<file path="config.mk">
export PLATFORM = sky130hd
export DESIGN_NAME = freq_ratio_mult_shift_core_flat
export DESIGN_NICKNAME = d
export VERILOG_FILES = /design/src/sv/frms_pkg.sv /design/src/sv/frms_stream_if.sv /design/src/sv/frms_dp.sv /design/src/sv/frms_ctrl.sv /design/src/sv/freq_ratio_mult_shift_core.sv /design/src/flat_wrapper.sv
export SDC_FILE = /design/constraint.sdc
export NUM_CORES = 1
export LEC_CHECK = 0
export ABC_AREA = 1
export BUFFER_PORTS_ARGS = -buffer_cell sky130_fd_sc_hd__clkbuf_2
export CORE_MARGIN = 3
export CORE_UTILIZATION = 41
export DETAILED_ROUTE_END_ITERATION = 8
export GPL_TIMING_DRIVEN = 0
export SETUP_SLACK_MARGIN = 0.2
export SLEW_MARGIN = 15
export SYNTH_ARGS = -nofsm -noshare
export SYNTH_HDL_FRONTEND = slang
export SYNTH_SLANG_ARGS = --single-unit
</file>
<file path="constraint.sdc">
create_clock -name clk -period 8.2 [get_ports clk]
set_input_delay 1.64 -clock clk [delete_from_list [all_inputs] [get_ports clk]]
set_output_delay 1.64 -clock clk [all_outputs]
set_load 0.05 [all_outputs]
</file>
<file path="src/sv/frms_pkg.sv">
package frms_pkg;

	typedef struct packed {
		logic [63:0] source_frequency;
		logic [63:0] target_frequency;
	} in_beat_t;

	typedef struct packed {
		logic [63:0] multiplier;
		logic [6:0]  shift;
		logic        bad_input;
	} out_beat_t;

	typedef struct packed {
		logic load;
		logic search_step;
		logic div_step;
		logic store;
	} ctrl_cmd_t;

	typedef struct packed {
		logic in_bad;
		logic search_done;
		logic div_last;
	} dp_status_t;

endpackage

</file>
<file path="src/sv/frms_stream_if.sv">
interface frms_stream_if #(
	parameter type payload_t = logic
);
	logic     valid;
	logic     ready;
	payload_t payload;

	modport source (output valid, output payload, input ready);
	modport sink (input valid, input payload, output ready);
endinterface

</file>
<file path="src/sv/frms_dp.sv">
module frms_dp (
	input  logic                 clk,
	input  logic                 arst_n,
	input  frms_pkg::ctrl_cmd_t  cmd,
	input  frms_pkg::in_beat_t   in_beat,
	output frms_pkg::dp_status_t status,
	output frms_pkg::out_beat_t  out_beat
);
	logic [127:0] num_q;
	logic [63:0]  src_q;
	logic [6:0]   p_q;
	logic [5:0]   div_cnt_q;
	logic         bad_q;
	logic [63:0]  out_mult_q;
	logic [6:0]   out_shift_q;
	logic         out_bad_q;
	logic [63:0]  next_hi;
	logic [63:0]  rem_shift;
	logic         take;

	assign next_hi = num_q[126:63];
	assign rem_shift = {num_q[126:64], num_q[63]};
	assign take = num_q[127] || (rem_shift >= src_q);

	assign status.in_bad = (in_beat.source_frequency == 64'd0) ||
		(in_beat.target_frequency == 64'd0);
	assign status.search_done = num_q[127] || (next_hi >= src_q);
	assign status.div_last = (div_cnt_q == 6'd63);

	always_ff @(posedge clk or negedge arst_n) begin
		if (!arst_n) begin
			div_cnt_q <= 6'd0;
		end else if (cmd.load) begin
			div_cnt_q <= 6'd0;
		end else if (cmd.div_step) begin
			div_cnt_q <= div_cnt_q + 6'd1;
		end
	end

	always_ff @(posedge clk) begin
		if (cmd.load) begin
			src_q <= in_beat.source_frequency;
			p_q <= 7'd0;
			bad_q <= status.in_bad;
			if (status.in_bad) begin
				num_q <= 128'd0;
			end else begin
				num_q <= {64'd0, in_beat.target_frequency};
			end
		end else if (cmd.search_step) begin
			num_q <= {num_q[126:0], 1'b0};
			p_q <= p_q + 7'd1;
		end else if (cmd.div_step) begin
			if (take) begin
				num_q <= {rem_shift - src_q, num_q[62:0], 1'b1};
			end else begin
				num_q <= {rem_shift, num_q[62:0], 1'b0};
			end
		end
		if (cmd.store) begin
			out_mult_q <= num_q[63:0];
			out_shift_q <= p_q;
			out_bad_q <= bad_q;
		end
	end

	assign out_beat.multiplier = out_mult_q;
	assign out_beat.shift = out_shift_q;
	assign out_beat.bad_input = out_bad_q;
endmodule

</file>
<file path="src/sv/frms_ctrl.sv">
module frms_ctrl (
	input  logic                 clk,
	input  logic                 arst_n,
	input  logic                 in_valid,
	output logic                 in_ready,
	output logic                 out_valid,
	input  logic                 out_ready,
	input  frms_pkg::dp_status_t status,
	output frms_pkg::ctrl_cmd_t  cmd
);
	localparam logic [1:0] ST_IDLE   = 2'd0;
	localparam logic [1:0] ST_SEARCH = 2'd1;
	localparam logic [1:0] ST_DIV    = 2'd2;
	localparam logic [1:0] ST_STORE  = 2'd3;

	logic [1:0] state_q;
	logic [1:0] state_d;
	logic       out_valid_q;
	logic       out_free;

	assign out_free = !out_valid_q || out_ready;
	assign in_ready = (state_q == ST_IDLE);
	assign out_valid = out_valid_q;

	always_comb begin
		state_d = state_q;
		cmd = '0;
		case (state_q)
			ST_IDLE: begin
				if (in_valid) begin
					cmd.load = 1'b1;
					state_d = status.in_bad ? ST_STORE : ST_SEARCH;
				end
			end
			ST_SEARCH: begin
				if (status.search_done) begin
					state_d = ST_DIV;
				end else begin
					cmd.search_step = 1'b1;
				end
			end
			ST_DIV: begin
				cmd.div_step = 1'b1;
				if (status.div_last) begin
					state_d = ST_STORE;
				end
			end
			ST_STORE: begin
				if (out_free) begin
					cmd.store = 1'b1;
					state_d = ST_IDLE;
				end
			end
			default: begin
				state_d = ST_IDLE;
			end
		endcase
	end

	always_ff @(posedge clk or negedge arst_n) begin
		if (!arst_n) begin
			state_q <= ST_IDLE;
			out_valid_q <= 1'b0;
		end else begin
			state_q <= state_d;
			if (cmd.store) begin
				out_valid_q <= 1'b1;
			end else if (out_ready) begin
				out_valid_q <= 1'b0;
			end
		end
	end
endmodule

</file>
<file path="src/sv/freq_ratio_mult_shift_core.sv">
// Computes a 64-bit multiplier and a shift so that a count t at the source
// frequency converts to the target frequency as (t * multiplier) >> shift.
// Items are processed one at a time: after a request beat is accepted, a
// shift search advances one bit position per cycle, a restoring divider
// then computes the 64-bit quotient, and a store step moves the result into
// the output register, which makes the result beat valid. The next request
// beat can be accepted in the same cycle that result beat becomes valid. A
// zero frequency skips both loops and goes straight to the store step,
// yielding a result beat with bad_input set. The output register lets a new
// request be accepted while the previous result beat is still waiting to be
// taken; if that beat is still waiting when the next result is ready, the
// block holds the new result in the store step until the output register
// is free.
module freq_ratio_mult_shift_core (
	input  logic         clk,
	input  logic         arst_n,
	frms_stream_if.sink  request,
	frms_stream_if.source result
);
	frms_pkg::ctrl_cmd_t  cmd;
	frms_pkg::dp_status_t status;
	frms_pkg::in_beat_t   in_beat;
	frms_pkg::out_beat_t  out_beat;

	assign in_beat = request.payload;
	assign result.payload = out_beat;

	frms_ctrl u_ctrl (
		.clk       (clk),
		.arst_n    (arst_n),
		.in_valid  (request.valid),
		.in_ready  (request.ready),
		.out_valid (result.valid),
		.out_ready (result.ready),
		.status    (status),
		.cmd       (cmd)
	);

	frms_dp u_dp (
		.clk      (clk),
		.arst_n   (arst_n),
		.cmd      (cmd),
		.in_beat  (in_beat),
		.status   (status),
		.out_beat (out_beat)
	);
endmodule

</file>
<file path="src/flat_wrapper.sv">
// flat-port wrapper written by rule: the top's interface ports become plain ports
module freq_ratio_mult_shift_core_flat 
  (clk, arst_n, request_valid, request_payload, request_ready, result_valid, result_payload, result_ready);
  frms_stream_if #(.payload_t(frms_pkg::in_beat_t)) request_i ();
  frms_stream_if #(.payload_t(frms_pkg::out_beat_t)) result_i ();
  input  logic clk;
  input  logic arst_n;
  input wire logic [$bits(request_i.valid)-1:0] request_valid;
  input wire logic [$bits(request_i.payload)-1:0] request_payload;
  output wire logic [$bits(request_i.ready)-1:0] request_ready;
  output wire logic [$bits(result_i.valid)-1:0] result_valid;
  output wire logic [$bits(result_i.payload)-1:0] result_payload;
  input wire logic [$bits(result_i.ready)-1:0] result_ready;
  assign request_i.valid = request_valid;
  assign request_i.payload = request_payload;
  assign request_ready = request_i.ready;
  assign result_valid = result_i.valid;
  assign result_payload = result_i.payload;
  assign result_i.ready = result_ready;
  freq_ratio_mult_shift_core u_core (.clk(clk), .arst_n(arst_n), .request(request_i), .result(result_i));
endmodule
</file>
Yosys cells after proc, flatten, opt, wreduce, memory -nomap -nowiden
Index checks and enable logic that the tools add are counted.
{ "totals": {"ff_bits": 281, "latch_bits": 0, "ram_bits": 0, "mem_bits_ro": 0, "in_bits": 132, "out_inout_bits": 74, "word_cells": 55, "n_memories": 0} }
{ "classes": {"addsub": 3, "multipliers": 0, "div_mod_pow": 0, "magnitude_cmp": 1, "n_eq_ne": 8, "shifts": 0, "n_mux": 22, "bitwise": 0, "n_reduce_logical": 11} }
{ "ops": {"columns": ["op", "n"], "rows": [
  ["128-bit 2-to-1 mux", 4],
  ["64-bit logical NOT", 2],
  ["64-bit >= comparator", 1],
  ["64-bit 2-to-1 mux", 1],
  ["64-bit subtractor", 1],
  ["6-bit 2-to-1 mux", 2],
  ["2-bit 2-to-1 mux", 5],
  ["1-bit 2-to-1 mux", 9],
  ["2-bit case mux with 4 select lines", 1],
  ["7-bit by 1-bit adder with 7-bit output (second input constant)", 1],
  ["6-bit by 1-bit adder with 6-bit output (second input constant)", 1],
  ["6-bit == test (second input constant)", 1],
  ["2-bit inequality test (second input constant)", 3],
  ["2-bit == test (second input constant)", 2],
  ["4-bit AND reduction", 1],
  ["2-bit nonzero test", 2],
  ["1-bit logical OR", 3],
  ["3-bit nonzero test", 1],
  ["2-bit by 1-bit == test with 1-bit output (second input constant)", 1],
  ["2-bit logical NOT", 1],
  ["2-bit by 1-bit inequality test with 1-bit output (second input constant)", 1],
  ["1-bit logical NOT", 1]
]} }

Longest topological paths before layout
{ "depth": {"depth_word": 6, "mapped_depth": 19, "ltp_nobuf": 18} }

By module
Synthesis repeated with hierarchy kept, for this count alone.
{ "hier_totals": {"hier_cells": 2377, "hier_area_um2": 17624.4} }
{ "by_module_without_submodules": {"columns": ["module", "instances", "cells_each", "area_per_inst_um2"], "rows": [
  ["frms_dp", 1, 2340, 17355.4],
  ["frms_ctrl", 1, 37, 269.0]
]} }

Worst setup path after synthesis
OpenSTA, ideal clock, no wires.
{ "synth_path": {"path_kind": "in2reg", "start": "in request_valid", "end": "reg u_core.u_dp.num_q[0] (enable)", "setup_time_ns": 1.435, "arrival_time_ns": 5.100, "path_slack_ns": 1.665, "path_stages": 4, "cell_sequence": "nand2_2 -> buf_4 -> clkbuf_1 -> nand3_1"} }
{ "synth_between": {"elab_chain_cells": 3} }
{ "synth_rtl": {"columns": ["element", "line_no", "rtl"], "rows": [
  ["from (decl)", "flat_wrapper.sv:8", "input wire logic [$bits(request_i.valid)-1:0] request_valid;"],
  ["1-bit 2-to-1 mux", "frms_ctrl.sv:30", "if (in_valid) begin"],
  ["1-bit 2-to-1 mux", "frms_ctrl.sv:28", "case (state_q)"],
  ["3-bit nonzero test (no source line)", null, null],
  ["to (signal assigned)", "frms_dp.sv:51", "num_q <= {num_q[126:0], 1'b0};"],
  ["to (signal assigned)", "frms_dp.sv:55", "num_q <= {rem_shift - src_q, num_q[62:0], 1'b1};"],
  ["to (signal assigned)", "frms_dp.sv:57", "num_q <= {rem_shift, num_q[62:0], 1'b0};"],
  ["to (decl)", "frms_dp.sv:9", "logic [127:0] num_q;"]
]} }
No other way between the ends.
A chain may end at the register's enable or synchronous reset.

Final worst setup path
{ "layout_path": {"start": "reg u_core.u_dp.num_q[63]", "end": "reg u_core.u_dp.num_q[18] (enable)"} }
{ "layout_between": {"elab_chain_cells": 5} }
{ "layout_rtl": {"columns": ["element", "line_no", "rtl"], "rows": [
  ["from (signal assigned)", "frms_dp.sv:48", "num_q <= {64'd0, in_beat.target_frequency};"],
  ["from (signal assigned)", "frms_dp.sv:51", null],
  ["from (signal assigned)", "frms_dp.sv:55", null],
  ["64-bit >= comparator", "frms_dp.sv:27", "assign status.search_done = num_q[127] || (next_hi >= src_q);"],
  ["1-bit logical OR", "frms_dp.sv:27", null],
  ["1-bit 2-to-1 mux", "frms_ctrl.sv:36", "if (status.search_done) begin"],
  ["1-bit 2-to-1 mux", "frms_ctrl.sv:28", null],
  ["3-bit nonzero test (no source line)", null, null]
]} }
No other way between the ends.

==> impl_results.md <==
- IO Pins: 206
- DR WL/cell: roughly 17 µm
- Leakage: roughly 0.0097 µW
- Initial Utilization: between 40% and 50%
- # H-tree levels: 2
- DIE AREA: around 44000 µm²
- Final WL: roughly 52 mm
- Gate Count Post-Synth: roughly 2200
- Diodes inserted: 0
- Peak supply drop: between 0.2 and 0.3 mV
- Dpl hpwl: 41.5 mm
- Fillers: slightly above 4000
- Yosys cell types: 44
- TritonCTS clock tree: done
- Max-Cap Viols: 0
- CP Max Fanout: 51
- Synth Net Count: 2358
- Max Clock Freq: between 200 and 300 MHz
- Share of cells above drive strength 1: between 10% and 20%
- Core Area: about 41000 µm²
- Vias post-DR: between 10000 and 15000
- Largest area contributor in the netlist: edfxtp_1
- Placed Cells incl. Taps: around 2900
- Initial antenna violation count: 1
- Number of global-route vias before repair: approximately 15000
- Post-CTS sizing: 0
- # setup viols final: 0
- Area after DPL: around 19000 µm²
- Min Tclk post-route: between 3000 and 4000 ps
- Clk Latency, worst-skew pair: between 500 and 600 ps
- CP endpoint kind: flip-flop
- Final clock skew: between 30 and 40 ps
- Setup crit start kind: flip-flop
- Total grt overflow: 0
- Finished Cell Area: 20100 µm²
- Cell area after synthesis: roughly 17000 µm²
- Row cnt: between 70 and 80
- DRT antenna net count: 0
- DIE HEIGHT: between 200 and 250 µm
- Rel. slew slack: between 50% and 60%
- Yosys top cell area share: a little under half
- Final worst path period share: 47.0%
- Most common cell in the netlist: nand2_1
- GRT met3 Usage: under 10%
- Status: complete, no violations
- Area of the multi-input gates: roughly 7000 µm²
- Worst Tran Pin Value: around 730 ps
- DR DRC count: 0
- Met1 GRT Util: 30.8%
- Die width: 210 µm
- CTS Buf Count: 34
- Asr flop ratio synth: between 3 and 4%
- Crit path kind: reg -> reg
- Final nets: roughly 2600
- Critical Path RT: between 8000 and 9000 ps
- Via density per instance: approximately 4.9
- Largest cells by area after synthesis: edfxtp_1 (47%), nand2_1 (15%), inv_1 (8.1%), nor2_1 (6.2%), ha_1 (5.1%)
- Non-Filler Instances: roughly 3000
- Largest net degree at the start of global routing: 52
- Hold Buf Count CTS: 0
- # Post-CTS Setup Buffers: 0
- Met2 GRT Util: between 30 and 40%
- RSZ-0062 raised after global routing: false
- Top FF cell, synth: edfxtp_1
- Overall routing resource usage: a little under a quarter
- Pwr/cell area: ~450 nW/µm²
- TNS Setup: 0 ps
- Root Driver: clkbuf_16
- Clock sink total: between 200 and 300
- Worst min path class: reg -> reg
- Worst-path clk slew: 60 ps
- GR peak layer: met2
- Mean area per synthesized cell: between 7 and 8 µm²
- Yosys warning count: 0
- First-pass GRT wire length: around 80 mm
- Synthesized flop and latch total: 281
- CTS Buffer Depth: 3
- Initial DRC Count: ~1000
- Register area share after synthesis: 48.8%
- IO Port Bufs: approximately 200
- Final Hold Fails: 0
- Number of synthesized flops with an enable pin: 265
- Area Growth Syn to Fin: 17.7%
- Worst EP arrival: 4120 ps
- GP Congestion: roughly 0.96
- Drt pass-1 iters: 6
- FF/Latch Area: about 8300 µm²
- Max Slew Vio Count: 0
- Synth top cells by count: nand2_1 (666), inv_1 (368), nor2_1 (280)
final timing paths:
kind                                        from                    endpoint  slack [ps]  cells after the start
max                        u_core.u_dp.num_q[63]       u_core.u_dp.num_q[18]        4350                     17
min                        u_core.u_dp.num_q[61]  u_core.u_dp.out_mult_q[61]         430                      0
max reg2reg                u_core.u_dp.num_q[63]       u_core.u_dp.num_q[18]        4350                     17
min reg2reg                u_core.u_dp.num_q[61]  u_core.u_dp.out_mult_q[61]         430                      0
max in group asynchronous                 arst_n    u_core.u_dp.div_cnt_q[0]        7050                      1
min in group asynchronous                 arst_n    u_core.u_ctrl.state_q[0]         950                      1
routing by layer:
metal,part of all wire [%],routed length (µm)
met1,43,22400
met2,46,23600
met3,8.8,4550
met4,1.9,987
met5,0.025,13
placed cells by master, fill, tap and decap left out, types with 6 or more instances in the layout:
cell type / instances
nor2_2: 6
clkbuf_2: 205
nand3_1: 72
dfrtp_1: 9
clkbuf_16: 34
o21ai_1: 16
inv_1: 368
xnor2_1: 10
nand4_1: 23
clkinv_1: 9
xor2_1: 34
clkbuf_1: 24
buf_12: 6
nor3_1: 13
nand2_2: 10
nor2_1: 280
edfxtp_1: 265
nor4_1: 19
o21bai_1: 9
a21oi_1: 83
nand2_1: 666
o21ai_0: 122
ha_1: 70
dfxtp_1: 7
worst max-delay path: stages (launching register included):
cell	delay, ps
edfxtp_1	440
inv_1	70
ha_1	190
inv_1	170
fa_1	350
nand2_1	120
nand2_1	80
nand3b_1	80
nand2_1	240
nand2_2	80
nand2_2	90
nand2_2	50
nand3_1	100
nand2_4	110
nand3_1	150
buf_4	200
nand3_4	540
buf_16	450
through the flow:
stage | setup WS [ps] | hold WS [ps] | total power [µW] | util [%]
final | 4350 | 427 | 9070 | 49.0
after CTS | 4330 | 430 | 9100 | 49.0
after global routing | 4120 | 435 | 9810 | 49.0
after global placement | -1520 | 429 | 7500 | 45.8
after floorplan | 1670 | 400 | 6140 | -
after detailed placement | 3740 | 426 | 7540 | 46.3
power breakdown:
group          internal [µW]  switching (µW)
Sequential              2480             248
Clock                    876             643
Combinational           1480            3340
cells by family after synthesis:
| family | Yosys count | synth area share (%) |
|---|---|---|
| AND/OR/NAND/NOR | 1105 | 26.4 |
| buffers and inverters | 413 | 9.81 |
| flip-flops | 281 | 48.8 |
| AO/OA/AOI/OAI | 241 | 7.45 |
| adder cells (fa/ha/maj) | 71 | 5.26 |
| XOR/XNOR | 44 | 2.26 |
layout make-up:
cell class	instances	share of cell area [%]
Sequential cell	281	41.5
Multi-Input combinational cell	1461	35.3
Inverter	374	7.00
Timing Repair Buffer	212	6.00
Clock buffer	38	4.37
Tap cell	532	3.32
Buffer	39	1.35
Clock inverter	22	1.16
registers in the layout, indices dropped and copies added (netlist names):
signal and flops:
u_core.u_ctrl.out_valid 1, u_core.u_ctrl.state_q 2, u_core.u_dp.bad_q 1, u_core.u_dp.div_cnt_q 6, u_core.u_dp.num_q 128, u_core.u_dp.out_bad_q 1, u_core.u_dp.out_mult_q 64, u_core.u_dp.out_shift_q 7
u_core.u_dp.p_q 7, u_core.u_dp.src_q 64
Power figures use the tool's default switching activity.
